[src/design/mhpq_pkg.sv]
// ----------------------------------------------------------------------------
// mhpq_pkg
// shared types and constants for the max-heap priority queue unit
// ----------------------------------------------------------------------------
package mhpq_pkg;

    // built heap depth and derived widths
    localparam int DEPTH     = 64;
    localparam int ADDR_W    = $clog2(DEPTH);
    localparam int CNT_W     = 7;
    localparam int IDX_W     = ADDR_W + 2;
    localparam int PRICE_W   = 32;
    localparam int TAG_W     = 32;
    localparam int CAP_RESET = 64;

    // result status codes
    typedef enum logic [1:0] {
        ST_INSERTED  = 2'd0,
        ST_FULL      = 2'd1,
        ST_EXTRACTED = 2'd2,
        ST_EMPTY     = 2'd3
    } t_status;

    // heap entry, price in the high half
    typedef struct packed {
        logic signed [PRICE_W-1:0] price;
        logic [TAG_W-1:0]          tag;
    } t_entry;

    // sequencer states
    typedef enum logic [3:0] {
        S_IDLE,
        S_UP,
        S_UP_CMP,
        S_X_ROOT,
        S_X_LAST,
        S_DN,
        S_DN_L,
        S_DN_R,
        S_DONE
    } t_state;

    // read address source
    typedef enum logic [2:0] {
        RD_ROOT,
        RD_LAST,
        RD_PARENT,
        RD_LEFT,
        RD_RIGHT
    } t_rd_sel;

    // write data source, the address is always the hole position
    typedef enum logic [1:0] {
        WR_ITEM,
        WR_RDATA,
        WR_LEFT
    } t_wr_sel;

    // hole position update
    typedef enum logic [1:0] {
        POS_HOLD,
        POS_PARENT,
        POS_LEFT,
        POS_RIGHT
    } t_pos_sel;

    // controller to datapath
    typedef struct packed {
        logic     accept;
        logic     rd_en;
        t_rd_sel  rd_sel;
        logic     wr_en;
        t_wr_sel  wr_sel;
        t_pos_sel pos_sel;
        logic     cap_root;
        logic     load_item;
        logic     load_left;
        logic     load_out;
    } t_dp_cmd;

    // datapath to controller
    typedef struct packed {
        logic go_up;       // incoming insert that fits
        logic go_down;     // incoming extract on a non-empty heap
        logic cnt_zero;
        logic pos_zero;
        logic has_left;
        logic has_right;
        logic rd_lt_item;  // read entry smaller than the moving item
        logic item_lt_rd;
        logic item_lt_left;
        logic left_lt_rd;
        logic out_free;
    } t_dp_status;

endpackage

[src/design/mhpq_ctrl.sv]
// ----------------------------------------------------------------------------
// mhpq_ctrl
// sequencer for sift-up and sift-down over the entry memory
// ----------------------------------------------------------------------------
module mhpq_ctrl (
    input  logic                   i_clk,
    input  logic                   i_rst_n,
    input  logic                   i_in_valid,
    output logic                   o_in_ready,
    input  mhpq_pkg::t_dp_status   i_st,
    output mhpq_pkg::t_dp_cmd      o_cmd
);
    import mhpq_pkg::*;

    t_state r_state;
    t_state n_state;

    always_ff @(posedge i_clk) begin
        if (!i_rst_n) begin
            r_state <= S_IDLE;
        end else begin
            r_state <= n_state;
        end
    end

    always_comb begin
        n_state         = r_state;
        o_in_ready      = 1'b0;
        o_cmd.accept    = 1'b0;
        o_cmd.rd_en     = 1'b0;
        o_cmd.rd_sel    = RD_ROOT;
        o_cmd.wr_en     = 1'b0;
        o_cmd.wr_sel    = WR_ITEM;
        o_cmd.pos_sel   = POS_HOLD;
        o_cmd.cap_root  = 1'b0;
        o_cmd.load_item = 1'b0;
        o_cmd.load_left = 1'b0;
        o_cmd.load_out  = 1'b0;

        unique case (r_state)
            S_IDLE: begin
                o_in_ready = 1'b1;
                if (i_in_valid) begin
                    o_cmd.accept = 1'b1;
                    if (i_st.go_up) begin
                        n_state = S_UP;
                    end else if (i_st.go_down) begin
                        o_cmd.rd_en  = 1'b1;
                        o_cmd.rd_sel = RD_ROOT;
                        n_state      = S_X_ROOT;
                    end else begin
                        n_state = S_DONE;
                    end
                end
            end
            S_UP: begin
                if (i_st.pos_zero) begin
                    o_cmd.wr_en  = 1'b1;
                    o_cmd.wr_sel = WR_ITEM;
                    n_state      = S_DONE;
                end else begin
                    o_cmd.rd_en  = 1'b1;
                    o_cmd.rd_sel = RD_PARENT;
                    n_state      = S_UP_CMP;
                end
            end
            S_UP_CMP: begin
                o_cmd.wr_en = 1'b1;
                if (i_st.rd_lt_item) begin
                    // parent moves down into the hole
                    o_cmd.wr_sel  = WR_RDATA;
                    o_cmd.pos_sel = POS_PARENT;
                    n_state       = S_UP;
                end else begin
                    o_cmd.wr_sel = WR_ITEM;
                    n_state      = S_DONE;
                end
            end
            S_X_ROOT: begin
                o_cmd.cap_root = 1'b1;
                if (i_st.cnt_zero) begin
                    n_state = S_DONE;
                end else begin
                    o_cmd.rd_en  = 1'b1;
                    o_cmd.rd_sel = RD_LAST;
                    n_state      = S_X_LAST;
                end
            end
            S_X_LAST: begin
                o_cmd.load_item = 1'b1;
                n_state         = S_DN;
            end
            S_DN: begin
                if (i_st.has_left) begin
                    o_cmd.rd_en  = 1'b1;
                    o_cmd.rd_sel = RD_LEFT;
                    n_state      = S_DN_L;
                end else begin
                    o_cmd.wr_en  = 1'b1;
                    o_cmd.wr_sel = WR_ITEM;
                    n_state      = S_DONE;
                end
            end
            S_DN_L: begin
                o_cmd.load_left = 1'b1;
                if (i_st.has_right) begin
                    o_cmd.rd_en  = 1'b1;
                    o_cmd.rd_sel = RD_RIGHT;
                    n_state      = S_DN_R;
                end else if (i_st.item_lt_rd) begin
                    o_cmd.wr_en   = 1'b1;
                    o_cmd.wr_sel  = WR_RDATA;
                    o_cmd.pos_sel = POS_LEFT;
                    n_state       = S_DN;
                end else begin
                    o_cmd.wr_en  = 1'b1;
                    o_cmd.wr_sel = WR_ITEM;
                    n_state      = S_DONE;
                end
            end
            S_DN_R: begin
                o_cmd.wr_en = 1'b1;
                // right wins only if strictly above the best so far
                if (i_st.item_lt_left ? i_st.left_lt_rd : i_st.item_lt_rd) begin
                    o_cmd.wr_sel  = WR_RDATA;
                    o_cmd.pos_sel = POS_RIGHT;
                    n_state       = S_DN;
                end else if (i_st.item_lt_left) begin
                    o_cmd.wr_sel  = WR_LEFT;
                    o_cmd.pos_sel = POS_LEFT;
                    n_state       = S_DN;
                end else begin
                    o_cmd.wr_sel = WR_ITEM;
                    n_state      = S_DONE;
                end
            end
            S_DONE: begin
                if (i_st.out_free) begin
                    o_cmd.load_out = 1'b1;
                    n_state        = S_IDLE;
                end
            end
            default: begin
                n_state = S_IDLE;
            end
        endcase
    end

endmodule

[config.mk]
export PLATFORM = sky130hd
export DESIGN_NAME = mhpq_ctrl
export DESIGN_NICKNAME = d
export VERILOG_FILES = /design/src/design/mhpq_pkg.sv /design/src/design/mhpq_ctrl.sv
export SDC_FILE = /design/constraint.sdc
export NUM_CORES = 1
export LEC_CHECK = 0
export BUFFER_PORTS_ARGS = -buffer_cell sky130_fd_sc_hd__buf_2
export CAP_MARGIN = 5
export CORE_AREA = 2 2 39 41
export CTS_CLUSTER_SIZE = 24
export DETAILED_ROUTE_END_ITERATION = 7
export DIE_AREA = 0 0 41 43
export GPL_ROUTABILITY_DRIVEN = 0
export PLACE_DENSITY = 0.85
export SLEW_MARGIN = 20
export SYNTH_ARGS = -nofsm -noshare
export SYNTH_HDL_FRONTEND = slang
export SYNTH_SLANG_ARGS = --single-unit
export TNS_END_PERCENT = 1
[constraint.sdc]
create_clock -name i_clk -period 2 [get_ports i_clk]
set_clock_uncertainty 0.15 [all_clocks]
set_input_delay 0.6 -clock i_clk [delete_from_list [all_inputs] [get_ports i_clk]]
set_output_delay 0.6 -clock i_clk [all_outputs]
set_load 0.05 [all_outputs]
Word-level counts from Yosys, hierarchy flattened
Cells that the tools add are included.
Storage, ports and cells
  bits in registers: 4
  bits in latches: 0
  RAM bits: 0
  bits in read-only memories: 0
  bits of input ports: 14
  output and inout port bits: 15
  word-level logic and storage cells: 52
  memories kept: 0
Cells by class
  $add $sub $neg: 0
  multiply operators: 0
  div/mod/pow operators: 0
  magnitude comparators: 0
  eq/ne operators: 10
  shift-type cells: 0
  mux-type cells: 39
  bitwise gates (word level): 0
  reductions and logical operators: 2
Operator list (number)
  $mux 4: 19
  $pmux 4 s9: 1
  $pmux 4 s5: 1
  $eq 4x3->1 const B: 4
  $pmux 3 s5: 1
  $mux 1: 10
  $mux 5: 2
  $eq 4x2->1 const B: 2
  $mux 3: 2
  $pmux 2 s3: 1
  $eq 4x1->1 const B: 1
  $eq 4x4->1 const B: 1
  $logic_not 4->1: 1
  $mux 2: 2
  $ne 2x2->1 const B: 2
  $reduce_and 2->1: 1

Depth between registers and ports, before layout
Gate-level depths: netlist of the first run.
  word-level depth: 4
  depth in mapped cells: 5
  depth with buffers taken out: 5

Worst setup path after synthesis of the first run
No wires, ideal clock.
  path type: in2out
  start point: input port i_st[6] (netlist bit)
  end point: output port o_cmd[8] (netlist bit)
  arrival time: 3.336 ns
  data required time: 1.250 ns
  setup slack: -2.086 ns
  stages: 4
  path buffers: 0
  cells stage by stage: inv_1 > mux2i_1 > nor2b_1 > a2111oi_0
RTL lines
  start: declaration: line mhpq_ctrl.sv:10  | input mhpq_pkg::t_dp_status i_st,
  end: declaration: line mhpq_ctrl.sv:11  | output mhpq_pkg::t_dp_cmd o_cmd

==> results of run 1 <==
==> critical path: stages, from the launching register on <==
cell,delay [ps]
dfxtp_2,350
or4_4,580
nor2_4,120
nand3_1,100
nand3_2,70
buf_6,150
==> where the power goes <==
part	internal [W]	total, W	switching (W)
sequential	0.0000873	0.000100	0.0000130
clock	0.0000668	0.0000953	0.0000284
combinational	0.000172	0.000387	0.000215
total	0.000326	0.000582	0.000256
==> per-stage QoR <==
step | setup WS (ps) | hold slack, ps | area, um^2 | std cells
2_1_floorplan | -201.1 | 478.0 | 614.3 | 75
3_3_place_gp | -421.0 | 508.7 | 944.7 | 143
3_5_place_dp | -401.9 | 529.1 | 944.7 | 143
4_1_cts | -340.7 | 457.7 | 1090 | 146
5_1_grt | -422.6 | 468.9 | 1180 | 146
6_report | -357.3 | 466.7 | 1180 | 146
==> layer usage <==
layer	track usage, %	up-vias
met5	0	-
met4	20.67	0
met3	7.330	12
met2	42.50	33
met1	27.88	400
li1	-	392
==> cells by family (layout without fill, tap and decap cells) <==
kind of cell / after synthesis / after routing / share of synthesized area, %
DFF: 4 / 4 / 14.65
AOI/OAI and AO/OA: 20 / 20 / 26.78
muxes: 2 / 2 / 3.661
buffers and inverters: 10 / 65 / 11.44
and+or+nand+nor: 39 / 39 / 43.48
==> layout make-up <==
| cell class | instances | area, um^2 |
|---|---|---|
| timing repair buffer | 56 | 461.7 |
| inverter | 6 | 26.28 |
| fill | 82 | 203.9 |
| multi-input combinational | 61 | 559.3 |
| clock buffer | 3 | 22.52 |
| tap | 16 | 20.02 |
| sequential | 4 | 90.09 |
==> final timing paths <==
kind / end / slack, ps / cells past startpoint
worst max register to register: r_state[1] / 120 / 5
worst min-delay path: r_state[2] / 470 / 2
worst min register to register: r_state[1] / 490 / 2
worst max-delay path: o_cmd[12] / -360 / 5
==> synth_stat cells (2+ instances only) <==
cell type,n
and2_1,3
and3_1,2
buf_4,2
dfxtp_1,4
inv_1,6
mux2i_1,2
nand2b_1,3
nand3_1,5
nor2_1,7
nor2b_1,3
nor3_1,4
nor4_1,2
nor4b_1,2
o21ai_0,4
o21ai_1,2
==> timing repair <==
item	in CTS	in global routing
pin swaps	3	2
resized for setup	41	21
setup endpoints to repair	15	15
==> impl_metrics.toml, run 1 <==
[layout]
reg_top3 = "r_state (4)"
largest_reg_flops = 4
utilization_pct = 85.26
drive_gt1_share_pct = 70.77
area_delta_synth_final_pct = 115.8
top_register = "r_state"
diodes = 0
nNetsFinal = 146
final_common_cell = "buf_4"
final_cell_mix = "buf_4, buf_6, buf_2"

[floorplanning]
die_w_um = 41
row_count = 14
die_h_um = 43
fp.coreArea_um2 = 1384
start_util_pct = 39.51
io_pins = 29
dieArea_um2 = 1763

[critical_path]
reg2reg_from = "r_state[0]"
end_kind = "output port"
crit_path_max_fanout = 7
cp-start-kind = "flip-flop"
critical_path_class = "flip-flop to output port"
critical_path_arrival_ps = 1610
startpoint = "r_state[0]"
critPathRequiredTime_ps = 1250

[logic_synthesis]
synth_edf_count = 0
ys.flop_type = "dfxtp_1"
synthTopCellsByArea = "dfxtp_1, nor2_1, nand3_1"
ys_ff_latch = 4
yosys.area.top_type = "dfxtp_1"
synth_top_area_share_pct = 14.65
syn_area_um2 = 546.8
postSynthAreaPerCell_um2 = 7.290
seq_area_frac_synth_pct = 14.65
ys_warn_count = 0
syn_nets = 89
yosys.cell_types.count = 39
async_flop_share_pct = 0
postSynthCellCount = 75

[drt]
wl_per_cell_um = 16.25
wl_met1_um = 895
drc = 0
via_count = 837
drt_pass1_iterations = 4
ant_nets = 0
drt_iter0_drc = 14
routed_wl_mm = 2.373
dr_wl_met3_um = 95
routed.top_layer = "met4"
wl_met2_mm = 1.301
viasPerCell = 5.733

[place]
port_buffers = 28
dp_hpwl_mm = 1.466

[sta]
tns_ps = -2130
setup_slack_ps = -357.3
hold_viol = 0
layout_min_cycle_time_ps = 2357
fmax_ghz = 0.4242
rsz0062_at_grt = "true"
slew_violations = 0
relSlewSlack_pct = 70.45
fin_crit_sh_pct = 117.9
worst_slew_pin_slew_ps = 443.3
setup_viol = 13

[clock_network]
cts_setup_buffers = 0
cts_hold_buf = 0
cts_inserted_buffers = 3
clk_path_buf_depth = 2
worstSkewPairLatency_ps = 230
cts_max_level = 1
cts_sinks = 4
cts_tree = "yes"
clockRootBuffer = "clkbuf_4"
clkSlewWorstSetupHoldPaths_ps = 30

[global_route]
grt_first_pass_wirelength_mm = 3.298
grtUsageTotal_pct = 26.88
antenna_found_initial = 0
grt_pass1_vias = 843
gr-total-overflow = 0
grt_max_degree = 11

[flow_run]
drv_cap = 0

[min_path]
hold_class = "input port to flip-flop"
hp-start = "i_rst_n"

[pwr]
leakage_nw = 0.5450
p_per_area_nw_per_um2 = 493.7
total_power_w = 0.0005825
ir_drop_mv = 0.5005

[run_status]
outcome = "finished, violations left"
violations = "negative setup slack"
Note: power is estimated with default switching activity, not from simulation.
==> inputs of run 2 (changes only) <==
Settings changed: CELL_PAD_IN_SITES_DETAIL_PLACEMENT from default to 0, CELL_PAD_IN_SITES_GLOBAL_PLACEMENT from default to 1, CORE_AREA 2 2 39 41 to default, CORE_MARGIN from default to 2, CORE_UTILIZATION from default to 29, DIE_AREA 0 0 41 43 to default, PLACE_DENSITY 0.85 to 0.88.
==> run 2 against run 1 <==
Effect of this change: the run still ends with negative setup slack left; sequential cell count did not move; fmax barely moved; non-clock buffer count rose by 5; final cell count rose by 9.6%; wire length fell by 2.8%; worst hold slack got worse by 8.5 ps; sequential power barely moved; global-route usage fell by 3.9 points; core utilization fell by 15 points; critical path depth rose by 1; power rose by 3.4%; critical endpoint unchanged.
==> impl_metrics.toml, run 2 (same netlist as run 1, synthesis figures left out) <==
[sta]
setup_viol = 14
relSlewSlack_pct = 74.08
fmax_ghz = 0.4241
setup_slack_ps = -358.2
tns_ps = -2474
rsz0062_at_grt = "true"
layout_min_cycle_time_ps = 2358
hold_viol = 0
worst_slew_pin_slew_ps = 388.8
fin_crit_sh_pct = 117.9
slew_violations = 0

[min_path]
hold_class = "input port to flip-flop"
hp-start = "i_rst_n"

[flow_run]
drv_cap = 0

[pwr]
power.internal_w = 0.0003418
swShare_pct = 43.25
leakage_nw = 0.5782
ir_drop_mv = 0.4823
pwr-share-comb_pct = 66.7
p_sw_w = 0.0002605
clkPwrFrac_pct = 17.1
seqPwrFrac_pct = 16.2
p_per_area_nw_per_um2 = 490.2

[floorplanning]
die_h_um = 47.42
die_w_um = 47.42
dieArea_um2 = 2249
fp.coreArea_um2 = 1745
io_pins = 29
start_util_pct = 31.33
row_count = 15

[place]
port_buffers = 28
dp_worst_setup_slack_ps = -427.2
dp_hpwl_mm = 1.594

[clock_network]
cts_inserted_buffers = 3
cts_tree = "yes"
clkSlewWorstSetupHoldPaths_ps = 40
cts_sinks = 4
worstSkewPairLatency_ps = 240
cts_max_level = 1
clk_path_buf_depth = 2
clockRootBuffer = "clkbuf_4"

[drt]
drt_iter0_drc = 12
drt_pass1_iterations = 4
viasPerCell = 5.181
routed_wl_mm = 2.306
ant_nets = 0
drc = 0
via_count = 829
wl_per_cell_um = 14.41

[layout]
largest_reg_flops = 4
top_register = "r_state"
final_common_cell = "buf_4"
nNetsFinal = 151
drive_gt1_share_pct = 71.85
area_delta_synth_final_pct = 124.7
final_cell_mix = "buf_4, buf_2, buf_6"
diodes = 0
reg_top3 = "r_state (4)"
fill_cells = 137
utilization_pct = 70.39

[critical_path]
startpoint = "i_st[7]"
crit_path_top_delay_cell = "or2_2"
critical_path_arrival_ps = 1610
critical_path_class = "input port to output port"
reg2reg_from = "r_state[3]"
cp-start-kind = "input port"
crit_path_max_fanout = 2
max_stage_delay_ps = 320
end_kind = "output port"
crit_chain = "buf_2, nor4b_1, a31oi_1, or2_2, nand3_2, buf_8"
critPathRequiredTime_ps = 1250

[global_route]
grt_pass1_vias = 829
antenna_found_initial = 0
gr-total-overflow = 0
grt_max_degree = 12
grtUsageTotal_pct = 22.99
grt_first_pass_wirelength_mm = 3.622

[run_status]
outcome = "finished, violations left"
violations = "negative setup slack"
run 2: path summary, 6_finish.rpt:
path / to / slack [ps] / cells past startpoint
worst max register to register: r_state[1] / 10 / 6
worst min-delay path: r_state[2] / 460 / 2
worst min register to register: r_state[0] / 510 / 2
worst max-delay path: o_cmd[12] / -360 / 6
run 2: routing by layer:
metal	vias up	part of all wire, %	track usage, %
li1	410	-	-
met1	391	39	26.76
met2	26	57	44.05
met3	2	3.7	3.774
met4	0	0.78	3.889
met5	-	0	0
run 2: area by class of cell:
class | count | area [um^2] | area share [%]
clock buffer | 3 | 22.52 | 1.833
inverter | 6 | 26.28 | 2.138
multi-input combinational | 61 | 554.3 | 45.11
sequential | 4 | 90.09 | 7.332
tap | 25 | 31.28 | 2.546
timing repair buffer | 61 | 504.2 | 41.04
run 2: power groups by stage:
stage	clock [W]	combinational [W]	sequential, W
after global routing	0.000109	0.000427	0.0000985
final	0.000103	0.000402	0.0000976
after global placement	0	0.000317	0.0000971
after CTS	0.000102	0.000381	0.0000973
after detailed placement	0	0.000323	0.0000973
after floorplan	0	0.000205	0.0000955
run 2: metrics by stage:
step / std cells / cell area [um^2] / hold slack, ps / total power [W]
after floorplan: 75 / 614.3 / 478.0 / 0.0003010
after global placement: 156 / 985.9 / 517.7 / 0.0004139
after detailed placement: 156 / 985.9 / 539.6 / 0.0004205
after CTS: 159 / 1190 / 460.4 / 0.0005802
after global routing: 160 / 1229 / 477.7 / 0.0006344
final: 160 / 1229 / 458.2 / 0.0006023
run 2: repair_timing:
item | CTS | global route
endpoints found under the setup margin | 15 | 16
setup buffers | 0 | 1
resized for setup | 56 | 6
hold buffers | 0 | 0
pin swaps | 10 | 4
run 2: critical path: cells and delay by family:
kind | cells | cell delay [ps]
simple gates | 3 | 660
buf+inv | 2 | 270
compound gates | 1 | 70
==> inputs of run 3 (changes only) <==
==> constraint.sdc (replaced) <==
create_clock -name i_clk -period 2 [get_ports i_clk]
set_clock_uncertainty 0.15 [all_clocks]
set_input_delay 0.2 -clock i_clk [delete_from_list [all_inputs] [get_ports i_clk]]
set_output_delay 0.2 -clock i_clk [all_outputs]
set_load 0.05 [all_outputs]
==> run 3 against run 2 <==
Effect of this change: critical path depth down 1; wire length is 30% lower; the run now ends clean; sequential power up 8%; setup slack improved by 410 ps; clock power decreased by 6%; highest routed layer is now met3; combinational power shrank 38%; first-iteration DRC count rose by 25%; count of clock-buffer cells in the layout stayed put.
==> impl_metrics.toml, run 3 (same netlist as run 1, synthesis figures left out) <==
[clock_network]
clk_path_buf_depth = 2
cts_sinks = 4
clockRootBuffer = "clkbuf_4"
clkSlewWorstSetupHoldPaths_ps = 40
worstSkewPairLatency_ps = 230
cts_inserted_buffers = 3
cts_max_level = 1
cts_tree = "yes"

[pwr]
leakage_nw = 0.3936
p_sw_w = 0.0001996
swShare_pct = 44.25
pwr-share-comb_pct = 55.4
ir_drop_mv = 0.3858
p_per_area_nw_per_um2 = 571.4
power.internal_w = 0.0002515
seqPwrFrac_pct = 23.2
clkPwrFrac_pct = 21.4

[place]
port_buffers = 28
dp_hpwl_mm = 1.277
place_inst = 130
placed_area_um2 = 735.7

[min_path]
hp-start = "i_rst_n"
hold_class = "input port to flip-flop"

[sta]
setup_viol = 0
relSlewSlack_pct = 73.72
layout_min_cycle_time_ps = 1953
fin_crit_sh_pct = 97.65
rsz0062_at_grt = "true"
hold_ws_ps = 62.16
worst_slew_pin_slew_ps = 394.2
slew_violations = 0
hold_viol = 0
fmax_ghz = 0.5120

[critical_path]
cp-start-kind = "flip-flop"
end_kind = "output port"
critical_path_class = "flip-flop to output port"
startpoint = "r_state[3]"
crit_path_top_delay_cell = "or4_4"
crit_chain = "or4_4, nor2_2, nand3_1, nand3_1, buf_6"
critPathRequiredTime_ps = 1650
max_stage_delay_ps = 560
crit_top_cell = "nand3_1"
critical_path_arrival_ps = 1600
reg2reg_from = "r_state[3]"
crit_path_max_fanout = 6

[global_route]
grtUsageTotal_pct = 15.84
grt_max_degree = 12
grt_pass1_vias = 580
antenna_found_initial = 0
gr-total-overflow = 0
grt_first_pass_wirelength_mm = 2.546

[floorplanning]
io_pins = 29
fp.coreArea_um2 = 1745
die_h_um = 47.42
start_util_pct = 31.33
dieArea_um2 = 2249
die_w_um = 47.42
row_count = 15

[drt]
wl_per_cell_um = 12.09
via_count = 694
drc = 0
drt_pass1_iterations = 4
viasPerCell = 5.218
ant_nets = 0
routed_wl_mm = 1.608
drt_iter0_drc = 15

[layout]
largest_reg_flops = 4
nNetsFinal = 124
diodes = 0
final_cell_mix = "buf_2, buf_4, nor2_1"
stdcell_count = 133
top_register = "r_state"
final_common_cell = "buf_2"
fin_area_um2 = 789.5
reg_top3 = "r_state (4)"
area_delta_synth_final_pct = 44.39
drive_gt1_share_pct = 47.22

[run_status]
outcome = "completed"

[flow_run]
drv_cap = 0
run 3: changes by cell type in the layout (fill, tap and decap cells not counted), moves of 4 or more:
cell   previous run  this run
buf_4            31        10
buf_6            13         1
buf_2            13        23
buf_8             4         0
run 3: cell type report:
| cell class | count | area, um^2 |
|---|---|---|
| Clock buffer | 3 | 22.52 |
| Fill cell | 191 | 955.9 |
| Inverter | 6 | 22.52 |
| Multi-Input combinational cell | 61 | 424.2 |
| Sequential cell | 4 | 87.58 |
| Tap cell | 25 | 31.28 |
| Timing Repair Buffer | 34 | 201.4 |
run 3: path summary, 6_finish.rpt:
check                           cells past startpoint  slack (ps)         end
worst max-delay path                                5          50   o_cmd[12]
worst min-delay path                                2          60  r_state[2]
worst max register to register                      4         260  r_state[1]
worst min register to register                      2         490  r_state[1]
run 3: critical path, delay by kind of cell, from the launching register on:
kind / cells / cell delay [ps]
DFF: 1 / 350
buffers and inverters: 1 / 160
and+or+nand+nor: 4 / 860
run 3: power groups by stage:
stage	sequential, W	clock [W]	combinational (W)
4_1_cts	0.000104	0.000101	0.000242
3_3_place_gp	0.000103	0	0.000236
5_1_grt	0.000107	0.000108	0.000269
3_5_place_dp	0.000104	0	0.000239
2_1_floorplan	0.0000955	0	0.000185
6_report	0.000105	0.0000964	0.000250
run 3: timing repair:
action / CTS / global route
hold buffers: 0 / 0
gates resized for setup: 6 / 11
endpoints found under the setup margin: 5 / 5
setup buffers: 0 / 0
cloned: 0 / 0
run 3: through the flow:
stage / TNS (ps) / util (%) / power, W / setup WS, ps
after floorplan: -550.8 / - / 0.0002810 / -253.1
after global placement: 0 / 42.15 / 0.0003390 / 190.8
after detailed placement: 0 / 42.15 / 0.0003428 / 176.4
after CTS: 0 / 44.01 / 0.0004478 / 13.24
after global routing: -28.22 / 45.23 / 0.0004832 / -28.22
final: 0 / 45.23 / 0.0004512 / 46.95
run 3: per-layer routing:
layer | wire (um) | track usage [%] | vias to the layer above
met4 | 0 | 5.000 | 0
met5 | 0 | 0 | -
li1 | - | - | 348
met1 | 757 | 20.96 | 319
met2 | 771 | 26.49 | 27
met3 | 79 | 2.264 | 0
